[config.mk]
export PLATFORM = sky130hd
export DESIGN_NAME = framed_record_receiver
export DESIGN_NICKNAME = d
export VERILOG_FILES = /design/src/hdl/frr_pkg.sv /design/src/hdl/frr_core.sv /design/src/hdl/frr_out_reg.sv /design/src/hdl/framed_record_receiver.sv
export SDC_FILE = /design/constraint.sdc
export NUM_CORES = 1
export LEC_CHECK = 0
export ABC_AREA = 1
export ABC_CLOCK_PERIOD_IN_PS = 3410
export BUFFER_PORTS_ARGS = -buffer_cell sky130_fd_sc_hd__buf_4
export CORE_AREA = 5 5 121 94
export CTS_CLUSTER_SIZE = 12
export DETAILED_ROUTE_END_ITERATION = 12
export DIE_AREA = 0 0 126 99
export PLACE_DENSITY = 0.71
export SYNTH_ARGS = -nofsm -noshare
export SYNTH_HDL_FRONTEND = slang
export SYNTH_SLANG_ARGS = --single-unit
[constraint.sdc]
create_clock -name aclk -period 3.41 [get_ports aclk]
set_input_delay 0.5115 -clock aclk [delete_from_list [all_inputs] [get_ports aclk]]
set_output_delay 0.5115 -clock aclk [all_outputs]
set_load 0.01 [all_outputs]
[src/hdl/frr_pkg.sv]
// ----------------------------------------------------------------------------
// frr_pkg
// Shared types and constants for the framed record receiver.
// ----------------------------------------------------------------------------
package frr_pkg;

    localparam int unsigned WORDS_PER_NODE = 5;
    localparam logic [7:0]  SYNC_RESET     = 8'd147;
    localparam logic [1:0]  LAST_BYTE_POS  = 2'd3;

    typedef enum logic [1:0] {
        PH_IDLE    = 2'd0,
        PH_LENGTH  = 2'd1,
        PH_PAYLOAD = 2'd2
    } phase_t;

    typedef struct packed {
        logic        receiving;
        logic        word_valid;
        logic [7:0]  record_index;
        logic [2:0]  word_slot;
        logic [31:0] word_value;
        logic        frame_done;
    } result_t;

endpackage

[src/hdl/frr_core.sv]
// ----------------------------------------------------------------------------
// frr_core
// Frame state machine, byte packing and record counters; forms one result
// for every accepted byte.
// ----------------------------------------------------------------------------
module frr_core (
    input  logic             aclk,
    input  logic             aresetn,
    input  logic             cfg_we,
    input  logic [7:0]       cfg_data,
    input  logic             step,
    input  logic [7:0]       rx_byte,
    output frr_pkg::result_t result
);

    logic [7:0]      sync_reg;
    frr_pkg::phase_t phase_reg, phase_next;
    logic [7:0]      length_reg, length_next;
    logic [1:0]      byte_pos_reg, byte_pos_next;
    logic [2:0]      word_pos_reg, word_pos_next;
    logic [7:0]      rec_cnt_reg, rec_cnt_next;
    logic [7:0]      hold_reg [3];
    logic            hold_we;
    logic            word_done;
    logic [3:0]      word_pos_inc;

    assign word_done    = (byte_pos_reg == frr_pkg::LAST_BYTE_POS);
    assign word_pos_inc = {1'b0, word_pos_reg} + 4'd1;

    // counters and packing
    always_comb begin
        length_next   = length_reg;
        byte_pos_next = byte_pos_reg;
        word_pos_next = word_pos_reg;
        rec_cnt_next  = rec_cnt_reg;
        hold_we       = 1'b0;
        case (phase_reg)
            frr_pkg::PH_LENGTH: begin
                length_next   = rx_byte;
                byte_pos_next = '0;
                word_pos_next = '0;
                rec_cnt_next  = '0;
            end
            frr_pkg::PH_PAYLOAD: begin
                if (!word_done) begin
                    hold_we       = 1'b1;
                    byte_pos_next = byte_pos_reg + 2'd1;
                end else begin
                    byte_pos_next = '0;
                    if (word_pos_inc >= 4'(frr_pkg::WORDS_PER_NODE)) begin
                        word_pos_next = '0;
                        rec_cnt_next  = rec_cnt_reg + 8'd1;
                    end else begin
                        word_pos_next = word_pos_inc[2:0];
                    end
                end
            end
            default: begin
            end
        endcase
    end

    // next state
    always_comb begin
        case (phase_reg)
            frr_pkg::PH_LENGTH: phase_next = frr_pkg::PH_PAYLOAD;
            frr_pkg::PH_PAYLOAD: begin
                if (rec_cnt_next == length_reg) begin
                    phase_next = frr_pkg::PH_IDLE;
                end else begin
                    phase_next = frr_pkg::PH_PAYLOAD;
                end
            end
            default: begin
                if (rx_byte == sync_reg) begin
                    phase_next = frr_pkg::PH_LENGTH;
                end else begin
                    phase_next = frr_pkg::PH_IDLE;
                end
            end
        endcase
    end

    // result of this beat
    always_comb begin
        result           = '0;
        result.receiving = (phase_next != frr_pkg::PH_IDLE);
        case (phase_reg)
            frr_pkg::PH_PAYLOAD: begin
                result.frame_done = (rec_cnt_next == length_reg);
                if (word_done) begin
                    result.word_valid   = 1'b1;
                    result.record_index = rec_cnt_reg;
                    result.word_slot    = word_pos_reg;
                    result.word_value   = {rx_byte, hold_reg[2], hold_reg[1], hold_reg[0]};
                end
            end
            default: begin
            end
        endcase
    end

    always_ff @(posedge aclk) begin
        if (!aresetn) begin
            sync_reg     <= frr_pkg::SYNC_RESET;
            phase_reg    <= frr_pkg::PH_IDLE;
            length_reg   <= '0;
            byte_pos_reg <= '0;
            word_pos_reg <= '0;
            rec_cnt_reg  <= '0;
            hold_reg[0]  <= '0;
            hold_reg[1]  <= '0;
            hold_reg[2]  <= '0;
        end else begin
            if (cfg_we) begin
                sync_reg <= cfg_data;
            end
            if (step) begin
                phase_reg    <= phase_next;
                length_reg   <= length_next;
                byte_pos_reg <= byte_pos_next;
                word_pos_reg <= word_pos_next;
                rec_cnt_reg  <= rec_cnt_next;
                if (hold_we) begin
                    hold_reg[byte_pos_reg] <= rx_byte;
                end
            end
        end
    end

endmodule

[src/hdl/frr_out_reg.sv]
// ----------------------------------------------------------------------------
// frr_out_reg
// Result register; takes a new result whenever it is empty or being drained.
// ----------------------------------------------------------------------------
module frr_out_reg (
    input  logic             aclk,
    input  logic             aresetn,
    input  logic             in_valid,
    output logic             in_ready,
    input  frr_pkg::result_t in_data,
    output logic             out_valid,
    input  logic             out_ready,
    output frr_pkg::result_t out_data
);

    logic             valid_reg, valid_next;
    frr_pkg::result_t data_reg;

    assign in_ready   = !valid_reg || out_ready;
    assign valid_next = in_valid || (valid_reg && !out_ready);
    assign out_valid  = valid_reg;
    assign out_data   = data_reg;

    always_ff @(posedge aclk) begin
        if (!aresetn) begin
            valid_reg <= 1'b0;
        end else begin
            valid_reg <= valid_next;
        end
    end

    always_ff @(posedge aclk) begin
        if (in_valid && in_ready) begin
            data_reg <= in_data;
        end
    end

endmodule

[src/hdl/framed_record_receiver.sv]
// ----------------------------------------------------------------------------
// framed_record_receiver
// Sync and length framed byte receiver packing payload into 32-bit words.
// ----------------------------------------------------------------------------
// each result is registered and appears in the cycle after its byte beat is accepted
// throughput: one byte per cycle unless m_ready stalls, set by the single result register
// s_ready drops only while a result is held and m_ready is low
// reset (aresetn low, synchronous): idle, counters cleared, sync value 147
// ----------------------------------------------------------------------------
module framed_record_receiver (
    input  logic        aclk,
    input  logic        aresetn,
    input  logic        cfg_valid,
    output logic        cfg_ready,
    input  logic [7:0]  cfg_data,
    input  logic        s_valid,
    output logic        s_ready,
    input  logic [7:0]  s_rx_byte,
    output logic        m_valid,
    input  logic        m_ready,
    output logic        m_receiving,
    output logic        m_word_valid,
    output logic [7:0]  m_record_index,
    output logic [2:0]  m_word_slot,
    output logic [31:0] m_word_value,
    output logic        m_frame_done
);

    frr_pkg::result_t core_result;
    frr_pkg::result_t out_result;
    logic             in_ready;
    logic             step;

    assign cfg_ready = 1'b1;
    assign s_ready   = in_ready;
    assign step      = s_valid && in_ready;

    frr_core u_core (
        .aclk    (aclk),
        .aresetn (aresetn),
        .cfg_we  (cfg_valid),
        .cfg_data(cfg_data),
        .step    (step),
        .rx_byte (s_rx_byte),
        .result  (core_result)
    );

    frr_out_reg u_out (
        .aclk     (aclk),
        .aresetn  (aresetn),
        .in_valid (s_valid),
        .in_ready (in_ready),
        .in_data  (core_result),
        .out_valid(m_valid),
        .out_ready(m_ready),
        .out_data (out_result)
    );

    assign m_receiving    = out_result.receiving;
    assign m_word_valid   = out_result.word_valid;
    assign m_record_index = out_result.record_index;
    assign m_word_slot    = out_result.word_slot;
    assign m_word_value   = out_result.word_value;
    assign m_frame_done   = out_result.frame_done;

endmodule

==> results of run 1 <==
[worst paths after layout]
kind	slack, ns	cells after the start	to	from
min reg2reg	0.47	2	u_core.length_reg[2]$_SDFFE_PN0P_	u_core.length_reg[2]$_SDFFE_PN0P_
min	0.38	3	u_core.sync_reg[1]$_SDFFE_PN1P_	cfg_data[1]
max reg2reg	0.81	14	u_out.out_data[45]$_DFFE_PP_	u_core.phase_reg[0]$_SDFFE_PN0P_
max	0.81	14	u_out.out_data[45]$_DFFE_PP_	u_core.phase_reg[0]$_SDFFE_PN0P_
[logic make-up (layout without fill, tap and decap cells)]
logic type,after synthesis,in the layout
AO/OA/AOI/OAI,49,49
XOR/XNOR,4,4
adder cells (fa/ha/maj),10,10
buffers and inverters,87,160
flip-flops,102,102
other,1,1
AND/OR/NAND/NOR,191,191
[routing by layer]
metal	part of all wire [%]	up-vias	global-route usage [%]
li1	-	1595	-
met1	47	1437	21.9
met2	45	89	23.3
met3	6.8	8	4.55
met4	1.4	0	4.78
met5	0	-	0
[worst register-to-register path: cells and delay by family (launching register included)]
family          cells  cell delay, ns
simple gates       11            1.41
fa+ha+maj           1            0.34
buf+inv             1            0.05
flops               1            0.35
compound gates      1            0.20
[Yosys cell counts]
library cell and instances:
conb_1 1, edfxtp_1 70, inv_2 3, nand2_1 56, clkbuf_1 8, buf_8 1
nor2_2 1, a2111oi_0 1, nand3b_1 1, buf_4 3, a21oi_1 16, inv_1 70
ha_1 10, buf_2 1, nand4_1 12, o21ai_1 1, dfxtp_1 32, o22ai_1 10
nor3_1 1, a211oi_1 2, a31oi_1 2, nand2_4 1, xnor2_1 4, nand3_1 16
nor2_1 85, nand3b_2 1, o21ai_0 17, nand3_2 9, clkinv_1 1, nand4_2 1
nor3_2 1, nand2_2 6
[report_power, final]
| part | internal [mW] | total, mW | switching (mW) |
|---|---|---|---|
| Combinational | 0.0716 | 0.187 | 0.115 |
| Sequential | 1.37 | 1.38 | 0.0186 |
| Clock | 0.523 | 1.01 | 0.492 |
[stage by stage]
step / area [um^2] / utilization, %
floorplan: 4400 / -
CTS: 5330 / 52.8
detailed placement: 5020 / 49.8
global placement: 5020 / 49.8
finish: 5330 / 52.8
global route: 5330 / 52.8
[cell type report]
class                           count  area (um^2)  share of cell area, %
Inverter                           74          278                   5.22
Tap cell                          136          170                   3.20
Timing Repair Buffer               70          526                   9.87
Multi-Input combinational cell    255         1310                   24.6
Sequential cell                   102         2740                   51.5
Clock inverter                      7         75.1                   1.41
Clock buffer                        9          225                   4.23
==> flow_summary.ini, run 1 <==
[status]
status = complete, no violations

[detailed_routing]
drt_iter0_markers = 223
viasPerCell = 4.79
antenna_left = 0
num_vias = 3129
wl_um = 9300
drc = 0
wire_per_inst_um = 14.2
drt-pass1-iter-count = 4

[critical_path]
cp_top_family = simple AND/OR/NAND/NOR gates
cp_slowest_cell = nor2_2
cp.required_ns = 3.51
cp.arrival_ns = 2.70
critical_path_class = reg2reg
crit_top_cell = nand2_1
cp-end-kind = register
cpPeakStageDelay_ns = 0.53
critPathLaunchType = register
crit_chain = inv_1, ha_1, nor2_2, nand3_1, o21ai_1, nand2_1, nand2_1, nand2_1, nor2_1, nand3_1, nand2_1, nand2_1, nand2_1, nand2_1
cp_max_fo = 13
path_buf_inv = 1

[placed_design]
numPortBuffers = 68
place_inst = 637
dp_hpwl_um = 6760
pre_cts_slack_ns = 0.758
gp_congestion = 0.877

[sta]
setup_tns_ns = 0
min_period_ns = 2.60
max-slew-margin-rel_pct = 57.2
rsz0062_at_grt = no
worst-slew-pin-transition_ns = 0.642
finalCritPeriodShare_pct = 76.4
final_hold_viol_count = 0
fmax_ghz = 0.384
slew_violations = 0
finClkSkew_ns = 0.00952
holdWs_ns = 0.380
setup_ws_ns = 0.805
setup_viol = 0

[power_and_ir_drop]
ir_drop_mv = 0.229
power_density_mw_per_mm2 = 485
total_power_mw = 2.59
p_leak_nw = 2.25

[cts]
h-tree-depth = 3
cts_buffers = 9
cts.hold.buffers_added = 0
cts_setup_buffers = 0
cts_resized = 0
clock_latency_ns = 0.34
clk_path_buf_depth = 2
path_clk_slew_ns = 0.08
numClockSinks = 102
cts-root-buf = clkbuf_16
cts_tree = done

[grt]
grt_pass1_wl_um = 15600
overflow = 0
grt_pass1_vias = 3083
antenna_found_initial = 0
grt_start_max_net_pins = 45
grt_use_total_pct = 15.5

[yosys]
synth.ff_latch_count = 102
syn-cell-area_mm2 = 0.00440
synthCells = 444
synth_top_cell_area_share_pct = 47.8
syn_avg_cell_area_um2 = 9.91
yosysWarnings = 0
yosys.area_share.simple_pct = 19.9
synth-compound-area-share_pct = 6.11
ys_seq_area_share_pct = 62.3
synth_fa_ha_area_share_pct = 2.84
post_synth_num_cell_types = 32
synth_xor_area_share_pct = 0.796
synth.largest_area_cell = edfxtp_1
synthMuxAreaShare_pct = 0
synthTopCellsByArea = edfxtp_1 (48%), dfxtp_1 (15%), nor2_1 (7.2%), inv_1 (6.0%), nand2_1 (4.8%)
synth_top_family_by_area = simple AND/OR/NAND/NOR gates
synth.net_count = 475

[die]
dieArea_mm2 = 0.0125
core_area_mm2 = 0.0101
fp.dieW_um = 126
die_h_um = 99
io_pins = 70
rows = 32
start_util_pct = 43.6

[final_layout]
syn2layout_area_growth_pct = 21.0
n_antenna_cell = 0
final_cells = 653
drive_gt1_share_pct = 21.3
fill_cells = 939
final_net_count = 543
layout_common_cells = nor2_1 (85), buf_4 (70), edfxtp_1 (70)
final_common_cell = nor2_1
largest_register_ffs = 46

[worst_hold_path]
hp-class = in2reg

[flow_run]
drv_cap = 0
Power figures use the tool's default switching activity.
==> inputs of run 2 (changes only) <==
--- a/config.mk
+++ b/config.mk
@@ -6,13 +6,13 @@
 export NUM_CORES = 1
 export LEC_CHECK = 0
 export ABC_AREA = 1
-export ABC_CLOCK_PERIOD_IN_PS = 3410
+export ABC_CLOCK_PERIOD_IN_PS = 2300
 export BUFFER_PORTS_ARGS = -buffer_cell sky130_fd_sc_hd__buf_4
 export CORE_AREA = 5 5 121 94
 export CTS_CLUSTER_SIZE = 12
 export DETAILED_ROUTE_END_ITERATION = 12
 export DIE_AREA = 0 0 126 99
-export PLACE_DENSITY = 0.71
+export PLACE_DENSITY = 0.73
 export SYNTH_ARGS = -nofsm -noshare
 export SYNTH_HDL_FRONTEND = slang
 export SYNTH_SLANG_ARGS = --single-unit
==> constraint.sdc (replaced) <==
create_clock -name aclk -period 2.3 [get_ports aclk]
set_input_delay 0.345 -clock aclk [delete_from_list [all_inputs] [get_ports aclk]]
set_output_delay 0.345 -clock aclk [all_outputs]
set_load 0.01 [all_outputs]
==> flow_summary.ini, run 2 (synthesis results as in run 1) <==
[placed_design]
pre_cts_slack_ns = -0.00981
dp_hpwl_um = 6990
placed_cell_area_mm2 = 0.00515
gp_congestion = 0.823
numPortBuffers = 68

[power_and_ir_drop]
p_leak_nw = 2.36
power_density_mw_per_mm2 = 693
ir_drop_mv = 0.312

[sta]
finClkSkew_ns = 0.00560
min_period_ns = 2.12
finalCritPeriodShare_pct = 92.0
fmax_ghz = 0.472
setup_ws_ns = 0.183
holdWs_ns = 0.213
setup_viol = 0
final_hold_viol_count = 0
slew_violations = 0
rsz0062_at_grt = yes

[die]
dieArea_mm2 = 0.0125
io_pins = 70
core_area_mm2 = 0.0101
die_h_um = 99
rows = 32
start_util_pct = 43.6
fp.dieW_um = 126

[detailed_routing]
num_vias = 3303
wl_um = 9720
dr_wl_met2_um = 4490
dr_wl_met3_um = 791
drt-pass1-iter-count = 4
antenna_left = 0
top_layer = met4
wl_met1_um = 4280
drt_iter0_markers = 205
viasPerCell = 4.89
wire_per_inst_um = 14.4
drc = 0

[cts]
clk_path_buf_depth = 2
cts_tree = done
path_clk_slew_ns = 0.07
h-tree-depth = 3
cts.hold.buffers_added = 0
numClockSinks = 102
cts_buffers = 9
cts-root-buf = clkbuf_16
clock_latency_ns = 0.34

[grt]
grt_pass1_vias = 3157
grt_start_max_net_pins = 30
grt_use_total_pct = 15.6
overflow = 0
grt_pass1_wl_um = 15500
antenna_found_initial = 0

[final_layout]
n_antenna_cell = 0
final_area_mm2 = 0.00568
largest_register_ffs = 46
final_net_count = 566
fill_cells = 902
final_common_cell = buf_4
layout_common_cells = buf_4 (88), nor2_1 (85), edfxtp_1 (70)
drive_gt1_share_pct = 29.4
syn2layout_area_growth_pct = 28.9

[status]
status = complete, no violations

[critical_path]
critPathLaunchType = register
critical_path_class = reg2reg
cp.required_ns = 2.40
cp.arrival_ns = 2.21
cp_max_fo = 6
cp-end-kind = register
reg2reg_depth = 15

[worst_hold_path]
min_path_cells = 3
hp-class = in2reg

[flow_run]
drv_cap = 0
==> run 2: what timing repair did <==
action,4_1_cts,5_1_grt
pin swaps,0,18
gates resized for setup,1,42
gates cloned,0,1
endpoints found under the setup margin,1,3
buffers inserted,0,6
==> run 2: per-stage QoR <==
step	TNS, ns	instances	util, %	total power, mW
after global routing	-0.0191	676	56.3	4.08
after floorplan	0	444	-	2.24
after detailed placement	-0.00981	653	51.0	2.39
final	0	676	56.3	3.93
after global placement	0	653	51.0	2.38
after CTS	0	669	54.2	3.95
==> run 2: area by class of cell <==
cell class                      count  area (um^2)  share of cell area, %
Clock buffer                        9          225                   3.97
Clock inverter                      7         93.8                   1.65
Inverter                           74          287                   5.05
Multi-Input combinational cell    256         1440                   25.4
Sequential cell                   102         2750                   48.5
Tap cell                          136          170                   3.00
Timing Repair Buffer               92          706                   12.4
==> run 2: worst paths after layout <==
check,from,end,slack [ns]
hold reg to reg,u_core.length_reg[7]$_SDFFE_PN0P_,u_core.length_reg[7]$_SDFFE_PN0P_,0.48
setup / recovery,u_core.phase_reg[0]$_SDFFE_PN0P_,u_out.out_data[45]$_DFFE_PP_,0.18
setup reg to reg,u_core.phase_reg[0]$_SDFFE_PN0P_,u_out.out_data[45]$_DFFE_PP_,0.18
hold / removal,cfg_data[4],u_core.sync_reg[4]$_SDFFE_PN1P_,0.21
==> run 2: report_power, final <==
part	internal (mW)	switching [mW]	total (mW)
registers	2.02	0.0295	2.05
logic	0.128	0.181	0.309
clock network	0.871	0.699	1.57
total	3.02	0.909	3.93
==> run 2: critical path, stage by stage, from the launching register on <==
cell	delay, ns
dfxtp_2	0.34
inv_1	0.07
ha_4	0.26
nor2_4	0.18
buf_6	0.16
nand3_1	0.07
nand2_1	0.09
nand4_1	0.08
nand2_1	0.10
nand2_1	0.06
nor2_1	0.10
nand3_1	0.10
nand2_1	0.10
nand2_2	0.06
nand2_1	0.05
nand2_1	0.05
==> run 2: metal layers <==
metal	GRT usage (%)	up-vias
met1	20.8	1537
met2	24.9	118
met5	0	-
li1	-	1636
met4	5.28	0
met3	4.06	12
